## src/rtl/rar_pkg.sv

```systemverilog
// Package for the rational arithmetic reduce block.
// Holds operation and status codes and default widths; no dependencies.
package rar_pkg;
	localparam int DataWidthDef = 32;
	localparam int MagW = 64;

	localparam logic [1:0] OP_ADD = 2'd0;
	localparam logic [1:0] OP_SUB = 2'd1;
	localparam logic [1:0] OP_MUL = 2'd2;
	localparam logic [1:0] OP_DIV = 2'd3;

	localparam logic [1:0] ST_OK   = 2'd0;
	localparam logic [1:0] ST_ZDEN = 2'd1;
	localparam logic [1:0] ST_OVF  = 2'd2;

	typedef logic [MagW-1:0] mag_t;

	// Request to the shared divider: start, dividend, divisor.
	typedef struct packed {
		logic start;
		mag_t dividend;
		mag_t divisor;
	} div_req_t;

	typedef struct packed {
		logic done;
		mag_t quot;
		mag_t rem;
	} div_rsp_t;
endpackage

```

## src/rtl/rational_arith_reduce_top.sv

```systemverilog
// Top level of the rational arithmetic reduce block: sequencer and datapath.
// Depends on rar_pkg and rar_div.
//
// Usage: an item (op, a_num, a_den, b_num, b_den) enters on the in_valid /
// in_ready channel; one result (res_num, res_den, status) leaves on the
// out_valid / out_ready channel for every item. Operands are taken as their
// low DATA_WIDTH bits in two's complement. The block handles one item at a
// time: in_ready is high only while it is idle and no result is pending.
// Cross products come from one shared magnitude multiplier, one per cycle
// (up to three products plus an add or subtract). Reduction runs Euclid's
// algorithm on the shared 64-bit restoring divider; each remainder needs a
// start, 64 quotient steps and a final look at the result. The gcd needs
// up to about 93 remainders for 64-bit values, and two exact divisions
// follow. When the numerator or denominator is zero, the reduction is
// skipped and the result goes straight to the output. Reset empties the
// block: no result is pending and in_ready rises. When the receiver
// stalls, the result is held in its output register and no new item is
// taken until it has been delivered.
module rational_arith_reduce_top #(
	parameter int DATA_WIDTH = rar_pkg::DataWidthDef
) (
	input  logic               clk,
	input  logic               arst_n,
	input  logic               in_valid,
	output logic               in_ready,
	input  logic [1:0]         op,
	input  logic signed [31:0] a_num,
	input  logic signed [31:0] a_den,
	input  logic signed [31:0] b_num,
	input  logic signed [31:0] b_den,
	output logic               out_valid,
	input  logic               out_ready,
	output logic signed [31:0] res_num,
	output logic [30:0]        res_den,
	output logic [1:0]         status
);
	import rar_pkg::*;

	localparam int OW = DATA_WIDTH + 1;

	localparam logic [3:0] S_IDLE  = 4'd0;
	localparam logic [3:0] S_M0    = 4'd1;
	localparam logic [3:0] S_M1    = 4'd2;
	localparam logic [3:0] S_M2    = 4'd3;
	localparam logic [3:0] S_CHK   = 4'd4;
	localparam logic [3:0] S_GCD   = 4'd5;
	localparam logic [3:0] S_GWAIT = 4'd6;
	localparam logic [3:0] S_DN    = 4'd7;
	localparam logic [3:0] S_DNW   = 4'd8;
	localparam logic [3:0] S_DD    = 4'd9;
	localparam logic [3:0] S_DDW   = 4'd10;
	localparam logic [3:0] S_FIN   = 4'd11;
	localparam logic [3:0] S_OUT   = 4'd12;

	logic [3:0]  state_q;
	logic [1:0]  op_q;
	logic [OW-1:0] an_q, ad_q, bn_q, bd_q;
	logic        ann_q, adn_q, bnn_q, bdn_q;
	mag_t        p_q;
	logic        pn_q;
	mag_t        num_q, den_q;
	logic        numn_q, denn_q;
	mag_t        gx_q, gy_q;
	mag_t        nm_q;
	logic signed [31:0] rnum_q;
	logic [30:0] rden_q;
	logic [1:0]  st_q;

	logic [OW-1:0] mul_a, mul_b;
	logic          mul_na, mul_nb;
	mag_t          prod;
	logic          prod_n;
	div_req_t      dreq;
	div_rsp_t      drsp;

	// Magnitude of the low DATA_WIDTH bits taken as two's complement.
	function automatic logic [OW-1:0] mag_of(input logic [31:0] v);
		logic [DATA_WIDTH-1:0] w;
		w = v[DATA_WIDTH-1:0];
		if (w[DATA_WIDTH-1])
			return {1'b0, ~w} + OW'(1);
		return {1'b0, w};
	endfunction

	function automatic logic neg_of(input logic [31:0] v);
		return v[DATA_WIDTH-1];
	endfunction

	// Shared multiplier operand selection.
	always_comb begin
		mul_a = ad_q; mul_na = adn_q;
		mul_b = bd_q; mul_nb = bdn_q;
		unique case (state_q)
			S_M0: begin
				mul_a = an_q; mul_na = ann_q;
				if (op_q == OP_MUL) begin
					mul_b = bn_q; mul_nb = bnn_q;
				end else begin
					mul_b = bd_q; mul_nb = bdn_q;
				end
			end
			S_M1: begin
				if (op_q == OP_DIV) begin
					mul_a = ad_q; mul_na = adn_q;
					mul_b = bn_q; mul_nb = bnn_q;
				end else if (op_q == OP_MUL) begin
					mul_a = ad_q; mul_na = adn_q;
					mul_b = bd_q; mul_nb = bdn_q;
				end else begin
					mul_a = bn_q; mul_na = bnn_q;
					mul_b = ad_q; mul_nb = adn_q;
				end
			end
			default: begin
				mul_a = ad_q; mul_na = adn_q;
				mul_b = bd_q; mul_nb = bdn_q;
			end
		endcase
	end

	assign prod   = MagW'(mul_a) * MagW'(mul_b);
	assign prod_n = (mul_na != mul_nb) && (prod != '0);

	// Signed-magnitude add or subtract of the first product and the second.
	logic  y_n;
	mag_t  sum_m;
	logic  sum_n;
	always_comb begin
		y_n = (op_q == OP_SUB) ? !prod_n : prod_n;
		if (prod == '0)
			y_n = 1'b0;
		if (pn_q == y_n) begin
			sum_m = p_q + prod;
			sum_n = pn_q;
		end else if (p_q >= prod) begin
			sum_m = p_q - prod;
			sum_n = pn_q;
		end else begin
			sum_m = prod - p_q;
			sum_n = y_n;
		end
		if (sum_m == '0)
			sum_n = 1'b0;
	end

	always_comb begin
		dreq.start    = 1'b0;
		dreq.dividend = gx_q;
		dreq.divisor  = gy_q;
		unique case (state_q)
			S_GCD: dreq.start = 1'b1;
			S_DN: begin
				dreq.start    = 1'b1;
				dreq.dividend = num_q;
				dreq.divisor  = gx_q;
			end
			S_DD: begin
				dreq.start    = 1'b1;
				dreq.dividend = den_q;
				dreq.divisor  = gx_q;
			end
			default: dreq.start = 1'b0;
		endcase
	end

	rar_div u_div (
		.clk    (clk),
		.arst_n (arst_n),
		.req    (dreq),
		.rsp    (drsp)
	);

	// Range check on the reduced values.
	mag_t lim;
	logic fin_n;
	assign lim   = (MagW'(1) << (DATA_WIDTH - 1)) - MagW'(1);
	assign fin_n = (numn_q != denn_q) && (nm_q != '0);

	always_ff @(posedge clk or negedge arst_n) begin
		if (!arst_n) begin
			state_q <= S_IDLE;
		end else begin
			unique case (state_q)
				S_IDLE:  if (in_valid) state_q <= S_M0;
				S_M0:    state_q <= S_M1;
				S_M1:    state_q <= (op_q == OP_ADD || op_q == OP_SUB) ? S_M2 : S_CHK;
				S_M2:    state_q <= S_CHK;
				S_CHK: begin
					if (den_q == '0 || num_q == '0) state_q <= S_OUT;
					else state_q <= S_GCD;
				end
				S_GCD:   state_q <= S_GWAIT;
				S_GWAIT: begin
					if (drsp.done) begin
						if (drsp.rem == '0) state_q <= S_DN;
						else state_q <= S_GCD;
					end
				end
				S_DN:    state_q <= S_DNW;
				S_DNW:   if (drsp.done) state_q <= S_DD;
				S_DD:    state_q <= S_DDW;
				S_DDW:   if (drsp.done) state_q <= S_FIN;
				S_FIN:   state_q <= S_OUT;
				S_OUT:   if (out_ready) state_q <= S_IDLE;
				default: state_q <= S_IDLE;
			endcase
		end
	end

	always_ff @(posedge clk) begin
		unique case (state_q)
			S_IDLE: begin
				op_q  <= op;
				an_q  <= mag_of(a_num); ann_q <= neg_of(a_num);
				ad_q  <= mag_of(a_den); adn_q <= neg_of(a_den);
				bn_q  <= mag_of(b_num); bnn_q <= neg_of(b_num);
				bd_q  <= mag_of(b_den); bdn_q <= neg_of(b_den);
			end
			S_M0: begin
				p_q  <= prod;
				pn_q <= prod_n;
			end
			S_M1: begin
				if (op_q == OP_ADD || op_q == OP_SUB) begin
					num_q  <= sum_m;
					numn_q <= sum_n;
				end else if (op_q == OP_DIV) begin
					num_q  <= p_q;
					numn_q <= pn_q;
					den_q  <= prod;
					denn_q <= prod_n;
				end else begin
					num_q  <= p_q;
					numn_q <= pn_q;
					den_q  <= prod;
					denn_q <= prod_n;
				end
			end
			S_M2: begin
				den_q  <= prod;
				denn_q <= prod_n;
			end
			S_CHK: begin
				gx_q <= num_q;
				gy_q <= den_q;
				if (den_q == '0) begin
					rnum_q <= '0; rden_q <= '0; st_q <= ST_ZDEN;
				end else begin
					rnum_q <= '0; rden_q <= 31'd1; st_q <= ST_OK;
				end
			end
			S_GWAIT: begin
				if (drsp.done) begin
					if (drsp.rem == '0) begin
						gx_q <= gy_q;
					end else begin
						gx_q <= gy_q;
						gy_q <= drsp.rem;
					end
				end
			end
			S_DNW: if (drsp.done) nm_q <= drsp.quot;
			S_DDW: if (drsp.done) gy_q <= drsp.quot;
			S_FIN: begin
				if (gy_q > lim || nm_q > lim + (fin_n ? MagW'(1) : MagW'(0))) begin
					rnum_q <= '0; rden_q <= '0; st_q <= ST_OVF;
				end else begin
					rnum_q <= fin_n ? 32'(MagW'(0) - nm_q) : nm_q[31:0];
					rden_q <= gy_q[30:0];
					st_q   <= ST_OK;
				end
			end
			default: begin
			end
		endcase
	end

	assign in_ready  = (state_q == S_IDLE);
	assign out_valid = (state_q == S_OUT);
	assign res_num   = rnum_q;
	assign res_den   = rden_q;
	assign status    = st_q;

	a_one_item: assert property (@(posedge clk) disable iff (!arst_n)
		!(in_ready && out_valid)) else $error("accept while result pending");
	a_status_code: assert property (@(posedge clk) disable iff (!arst_n)
		out_valid |-> (status == ST_OK || status == ST_ZDEN || status == ST_OVF))
		else $error("bad status");
	a_zden_zero: assert property (@(posedge clk) disable iff (!arst_n)
		(out_valid && status != ST_OK) |-> (res_num == '0 && res_den == '0))
		else $error("flagged result not cleared");
	a_ok_den: assert property (@(posedge clk) disable iff (!arst_n)
		(out_valid && status == ST_OK) |-> (res_den != '0))
		else $error("zero denominator reported ok");
	a_hold: assert property (@(posedge clk) disable iff (!arst_n)
		(out_valid && !out_ready) |=> (out_valid && $stable(res_num)))
		else $error("result dropped under stall");
endmodule

```

## src/rtl/rar_div.sv

```systemverilog
// Shared restoring divider, one quotient bit per cycle, 64-bit operands.
// Depends on rar_pkg.
module rar_div (
	input  logic              clk,
	input  logic              arst_n,
	input  rar_pkg::div_req_t req,
	output rar_pkg::div_rsp_t rsp
);
	import rar_pkg::*;

	logic         busy_q;
	logic [6:0]   cnt_q;
	mag_t         quot_q;
	mag_t         rem_q;
	mag_t         dvs_q;
	logic         done_q;
	logic [MagW:0] trial;
	logic [MagW:0] diff;

	assign trial = {rem_q, quot_q[MagW-1]};
	assign diff  = trial - {1'b0, dvs_q};

	always_ff @(posedge clk or negedge arst_n) begin
		if (!arst_n) begin
			busy_q <= 1'b0;
			done_q <= 1'b0;
			cnt_q  <= '0;
		end else begin
			done_q <= 1'b0;
			if (req.start) begin
				busy_q <= 1'b1;
				cnt_q  <= 7'(MagW);
			end else if (busy_q) begin
				cnt_q <= cnt_q - 7'd1;
				if (cnt_q == 7'd1) begin
					busy_q <= 1'b0;
					done_q <= 1'b1;
				end
			end
		end
	end

	always_ff @(posedge clk) begin
		if (req.start) begin
			quot_q <= req.dividend;
			rem_q  <= '0;
			dvs_q  <= req.divisor;
		end else if (busy_q) begin
			if (!diff[MagW]) begin
				rem_q  <= diff[MagW-1:0];
				quot_q <= {quot_q[MagW-2:0], 1'b1};
			end else begin
				rem_q  <= trial[MagW-1:0];
				quot_q <= {quot_q[MagW-2:0], 1'b0};
			end
		end
	end

	assign rsp.done = done_q;
	assign rsp.quot = quot_q;
	assign rsp.rem  = rem_q;
endmodule

```

## config.mk

```make
export PLATFORM = sky130hd
export DESIGN_NAME = rational_arith_reduce_top
export DESIGN_NICKNAME = d
export VERILOG_FILES = /design/src/rtl/rar_pkg.sv /design/src/rtl/rational_arith_reduce_top.sv /design/src/rtl/rar_div.sv
export SDC_FILE = /design/constraint.sdc
export NUM_CORES = 2
export LEC_CHECK = 0
export BUFFER_PORTS_ARGS = -buffer_cell sky130_fd_sc_hd__buf_2
export CORE_ASPECT_RATIO = 1.5
export CORE_MARGIN = 4
export CORE_UTILIZATION = 55
export DETAILED_ROUTE_END_ITERATION = 10
export GPL_ROUTABILITY_DRIVEN = 1
export PLACE_DENSITY_LB_ADDON = 0.2
export SYNTH_ARGS = -nofsm -noshare
export SYNTH_HDL_FRONTEND = slang
export SYNTH_SLANG_ARGS = --single-unit
```

## constraint.sdc

```tcl
create_clock -name clk -period 15.5 [get_ports clk]
set_input_delay 1.55 -clock clk [delete_from_list [all_inputs] [get_ports clk]]
set_output_delay 1.55 -clock clk [all_outputs]
set_load 0.01 [all_outputs]
```

# Word level (Yosys, flattened, before mapping)
# Index checks and enable logic that the tools add are counted.
dict set report totals {
  regBits 795
  inputBits 134
}
dict set report op_classes {
  addsub 11
  reduce_logical 26
  n_bitwise 4
  n_eq_ne 26
  muxes 82
  n_mul 1
  magnitude_cmp 3
}
# op n
set op_table {}
lappend op_table {{$mux W64} 11}
lappend op_table {{$logic_not A64 Y1} 5}
lappend op_table {{$mux W33} 9}
lappend op_table {{$pmux W128 S2} 1}
lappend op_table {{$pmux W64 S2} 2}
lappend op_table {{$mux W32} 6}
lappend op_table {{$pmux W64 S3} 1}
lappend op_table {{$add A32 B1 Y33 const B} 4}
lappend op_table {{$pmux W33 S2} 2}
lappend op_table {{$not A32 Y32} 4}
lappend op_table {{$reduce_bool A64 Y1} 2}
lappend op_table {{$sub A64 B64 Y64} 2}
lappend op_table {{$sub A65 B64 Y65} 1}
lappend op_table {{$add A64 B64 Y64} 1}
lappend op_table {{$ge A64 B64 Y1} 1}
lappend op_table {{$gt A64 B31 Y1 const B} 1}
lappend op_table {{$gt A64 B32 Y1} 1}
lappend op_table {{$mul A33 B33 Y64} 1}
lappend op_table {{$pmux W32 S2} 1}
lappend op_table {{$pmux W31 S2} 1}
lappend op_table {{$pmux W4 S13} 1}
lappend op_table {{$add A31 B1 Y32 const A} 1}
lappend op_table {{$sub A1 B32 Y32 const A} 1}
lappend op_table {{$mux W1} 31}
lappend op_table {{30 further kinds} 62}

# Longest topological paths before layout
dict set report depth {
  ltp_word 15
  depth_mapped 58
  depth_no_buf 51
}

# By module
# A second synthesis with hierarchy kept.
dict set report unflattened {
  hier_cells 9905
  area_unflattened_um2 89504.6
}
# module cells_per_inst area_each_um2 n_inst
set modules_own_cells {}
lappend modules_own_cells {rational_arith_reduce_top 8678 77291.6 1}
lappend modules_own_cells {rar_div 1227 12213.0 1}

# Least setup slack after synthesis
# OpenSTA, ideal clock, no wires.
dict set report synth_timing {
  path_type {reg2out}
  start {register state_q[3]}
  end {output in_ready}
  n_path_buf 1
  stages_incl_launch_ff 3
  arrival_ns 14.011
  slack_ns -0.061
  cell_sequence {dfrtp_1 -> clkbuf_1 -> nor4_1}
}
dict set report synth_between {
  elab_chain_len 1
}
# element line_no
set synth_lines {}
lappend synth_lines {{start: declaration} rational_arith_reduce_top.sv:55} ;# logic [3:0] state_q;
lappend synth_lines {{start signal: assignment} rational_arith_reduce_top.sv:186} ;# S_M1: state_q <= (op_q == OP_ADD || op_q == OP_SUB) ? S_M2 : S_CHK;
lappend synth_lines {{$logic_not A4 Y1} rational_arith_reduce_top.sv:278} ;# assign in_ready = (state_q == S_IDLE);
lappend synth_lines {{end: declaration} rational_arith_reduce_top.sv:25} ;# output logic in_ready,
# Every way passes these cells.

# Final worst setup path
dict set report layout_timing {
  start {register state_q[1]}
  end {register numn_q, data pin}
}
dict set report layout_between {
  elab_chain_len 13
  word_cells_on_any_way 26
  cone_classes {3 x add/sub; 1 x mul; 1 x order compare; 4 x eq/ne; 12 x mux; 5 x reduce/logical}
}
# element line_no
set layout_lines {}
lappend layout_lines {{$eq A4 B2 Y1 / $eq A4 B1 Y1 (equally long branches)} rational_arith_reduce_top.sv:93} ;# unique case (state_q)
lappend layout_lines {{$pmux W33 S2} rational_arith_reduce_top.sv:93}
lappend layout_lines {{$mul A33 B33 Y64 *} rational_arith_reduce_top.sv:121} ;# assign prod = MagW'(mul_a) * MagW'(mul_b);
lappend layout_lines {{named net prod[55]} rational_arith_reduce_top.sv:71} ;# mag_t prod;
lappend layout_lines {{branches (longest 8 deep; another with $sub A64 B64 Y64)} n/a}
lappend layout_lines {{$mux W1 *} rational_arith_reduce_top.sv:142} ;# if (sum_m == '0)
lappend layout_lines {{$mux W1 *} rational_arith_reduce_top.sv:224} ;# if (op_q == OP_ADD || op_q == OP_SUB) begin
lappend layout_lines {{end signal: assignment} rational_arith_reduce_top.sv:226} ;# numn_q <= sum_n;
lappend layout_lines {{end signal: assignment} rational_arith_reduce_top.sv:229} ;# numn_q <= pn_q;
lappend layout_lines {{end signal: assignment} rational_arith_reduce_top.sv:234} ;# numn_q <= pn_q;
lappend layout_lines {{end: declaration} rational_arith_reduce_top.sv:62} ;# logic numn_q, denn_q;
# Mark *: on every way through the listed nets, which the timed path passes.
# A chain may end at the register's enable or synchronous reset.

==> results.toml <==
[placement]
placed_cell_area_um2 = 93300
gp_congestion = 1.06
port-buffer-count = 200
dpl.hpwl_um = 262000
dp_cells = 11800
dp_slack_ns = -0.0228

[finish]
num-fill-cells = 13500
stdcell_area_um2 = 96400
layout_common_cells = "inv_1 (1377), nor2_1 (993), nand2_1 (990)"
layout-drive-gt1-share_pct = 12.2
nets = 11400
utilization_pct = 62.0
final_common_cell = "inv_1"
syn_to_final_growth_pct = 11.8
fin_cells = 11900

[setup_path]
timing.rr.start = "state_q[1]$_DFFE_PN0P_"
slowest_delay_ns = 0.68
startpoint = "state_q[1]$_DFFE_PN0P_"
rrSetupSlack_ns = 0.39
worst_ep_arrival_time_ns = 15.57
crit_slowest_cell = "a211oi_1"
endpoint = "numn_q$_DFFE_PN_"
path_class = "register to register"
r2r_end = "numn_q$_DFFE_PN_"
ff2ff_path_depth = 53
start_kind = "register"
worst_ep_required_time_ns = 15.96
critPathMaxFanout = 29
endpoint_kind = "register"

[clocking]
cts_tree = "done"
root_buffer = "clkbuf_16"
cts_buffers = 81
htreeDepth = 3
cts_num_sinks = 795
cts_buffer_depth = 3
clk_latency_ns = 0.73
clk_pin_slew_worst_paths_ns = 0.06

[grt]
grt_pass1_wl_um = 477000
antenna_found_initial = 9
first_global_vias = 76400
grt_max_degree = 149
overflow = 0
grt_util_all_layers_pct = 38.9

[min_path]
hold_path_class = "register to register"

[logic_synthesis]
synth_cells = 9391
ys_ff_latch = 795
async_reset_ff_share_pct = 1.64
yosysWarnings = 0
synth_edf_count = 718
syn_area_per_cell_um2 = 9.18
synth_ff_type = "edfxtp_1"
syn_area_um2 = 86200
ys_seq_area_share_pct = 26.9
synth.distinct_cells = 91

[sta]
setup_violations = 0
finalMaxSlewViolations = 0
period_needed_ns = 15.11
rsz0062_at_grt = "no"
hold_violations = 0
tightest_slew_ns = 1.35
setup_slack_ns = 0.389
fmax_mhz = 66.2
skew_ns = 0.0409
slew_headroom_pct = 9.09
timing.final.crit_share_pct = 97.5

[floorplanning]
io_pins = 201
rows = 177
dieArea_um2 = 163000
die_h_um = 493
initial_core_util_pct = 55.5
die_w_um = 331
core_area_um2 = 155000

[status]
status = "complete, no violations"

[power]
p_per_area_nw_per_um2 = 47.2
irDropWorstVdd_v = 0.000105
p_leak_nw = 42.3

[routing]
drtIter0Drc = 6326
avgRoutedWirePerCell_um = 27.1
dr.pass1.iters = 6
wl_um = 323000
drc_errors = 0
vias = 73400
ant_nets = 0
routed_via_density = 6.16

[flow_run]
cap_violations = 0
-- where the power goes --
group,switching [mW],internal (mW),total [mW],leakage (nW)
sequential,0,2.31,2.31,6.03
combinational,0.0465,0.0383,0.0848,34.9
clock,0.951,1.20,2.15,1.39
total,0.998,3.55,4.54,42.3
-- worst min-delay path by stage --
| stage | start | to | slack (ns) | cells after the start |
|---|---|---|---|---|
| after detailed placement | u_div.quot_q[46]$_DFFE_PP_ | nm_q[46]$_DFFE_PP_ | 0.46 | 0 |
| after CTS | u_div.quot_q[46]$_DFFE_PP_ | nm_q[46]$_DFFE_PP_ | 0.48 | 0 |
| after global routing | u_div.quot_q[46]$_DFFE_PP_ | nm_q[46]$_DFFE_PP_ | 0.49 | 0 |
| final | u_div.quot_q[46]$_DFFE_PP_ | nm_q[46]$_DFFE_PP_ | 0.48 | 0 |
| after global placement | u_div.quot_q[46]$_DFFE_PP_ | nm_q[46]$_DFFE_PP_ | 0.46 | 0 |
| after floorplan | u_div.quot_q[63]$_DFFE_PP_ | nm_q[63]$_DFFE_PP_ | 0.45 | 0 |
-- metrics by stage --
step	hold WS [ns]	power, mW	setup TNS (ns)
final	0.481	4.54	0
after global routing	0.494	4.67	0
after CTS	0.477	4.57	0
after detailed placement	0.462	2.44	-0.0228
after global placement	0.458	2.44	0
after floorplan	0.450	2.40	0
-- cells in the mapped netlist (all sizes together), types with 71 or more instances --
| master | number | area, µm² |
|---|---|---|
| a31oi | 101 | 632 |
| nand2 | 992 | 3720 |
| o21bai | 89 | 668 |
| a221oi | 74 | 661 |
| a21oi | 527 | 2640 |
| xor2 | 71 | 622 |
| nor4 | 111 | 694 |
| ha | 543 | 6790 |
| mux2i | 106 | 1060 |
| fa | 961 | 19200 |
| a21o | 138 | 1040 |
| nor3 | 95 | 475 |
| nor2 | 1004 | 3780 |
| nand4 | 88 | 551 |
| edfxtp | 718 | 21600 |
| inv | 1380 | 5180 |
| clkbuf | 432 | 1620 |
| o21ai | 419 | 2100 |
| and2 | 71 | 444 |
| mux2 | 139 | 1570 |
| a22oi | 154 | 1160 |
| xnor2 | 251 | 2200 |
| nand2b | 74 | 463 |
-- metal layers --
| layer | track usage, % | wire (µm) | part of all wire (%) |
|---|---|---|---|
| met1 | 40.7 | 106000 | 33 |
| met2 | 68.3 | 160000 | 49 |
| met3 | 5.18 | 20400 | 6.3 |
| met4 | 35.2 | 37000 | 11 |
| met5 | 0 | 11 | 0.0034 |
-- final cells by class --
type	count	area, µm²	area share, %
multi-input combinational	6731	56600	58.8
tap	2058	2570	2.67
timing repair buffer	801	5890	6.11
clock buffer	93	2120	2.20
inverter	1383	5200	5.39
sequential	795	23200	24.0
clock inverter	54	756	0.784
antenna	9	22.5	0.0234
-- critical path: cells and delay by family, from the launching register on --
family | cells | cell delay, ns
multiplexers | 1 | 0.17
buffers and inverters | 12 | 2.20
AO/OA/AOI/OAI | 17 | 4.55
flip-flops | 1 | 0.51
adder cells (fa/ha/maj) | 10 | 4.70
AND/OR/NAND/NOR | 11 | 2.15
XOR/XNOR | 2 | 0.52
-- repair_timing --
item                       4_1_cts  5_1_grt
setup endpoints to repair        1        1
pin swaps                        1        3
buffers inserted                 1       12
hold buffers                     0        0
gates resized for setup          1        9
-- cells by family (layout without fill, tap and decap cells) --
| family | Yosys count | count (layout) | share of synthesized area (%) |
|---|---|---|---|
| simple gates | 2756 | 2756 | 14.2 |
| compound gates | 1900 | 1900 | 14.3 |
| buf+inv | 1868 | 2331 | 8.20 |
| fa+ha+maj | 1504 | 1504 | 30.2 |
| flops | 795 | 795 | 26.9 |
| xor+xnor | 322 | 322 | 3.27 |
| mux | 245 | 245 | 3.05 |
| other cells | 1 | 13 | 0.00435 |
(Power assumes the default switching activity.)
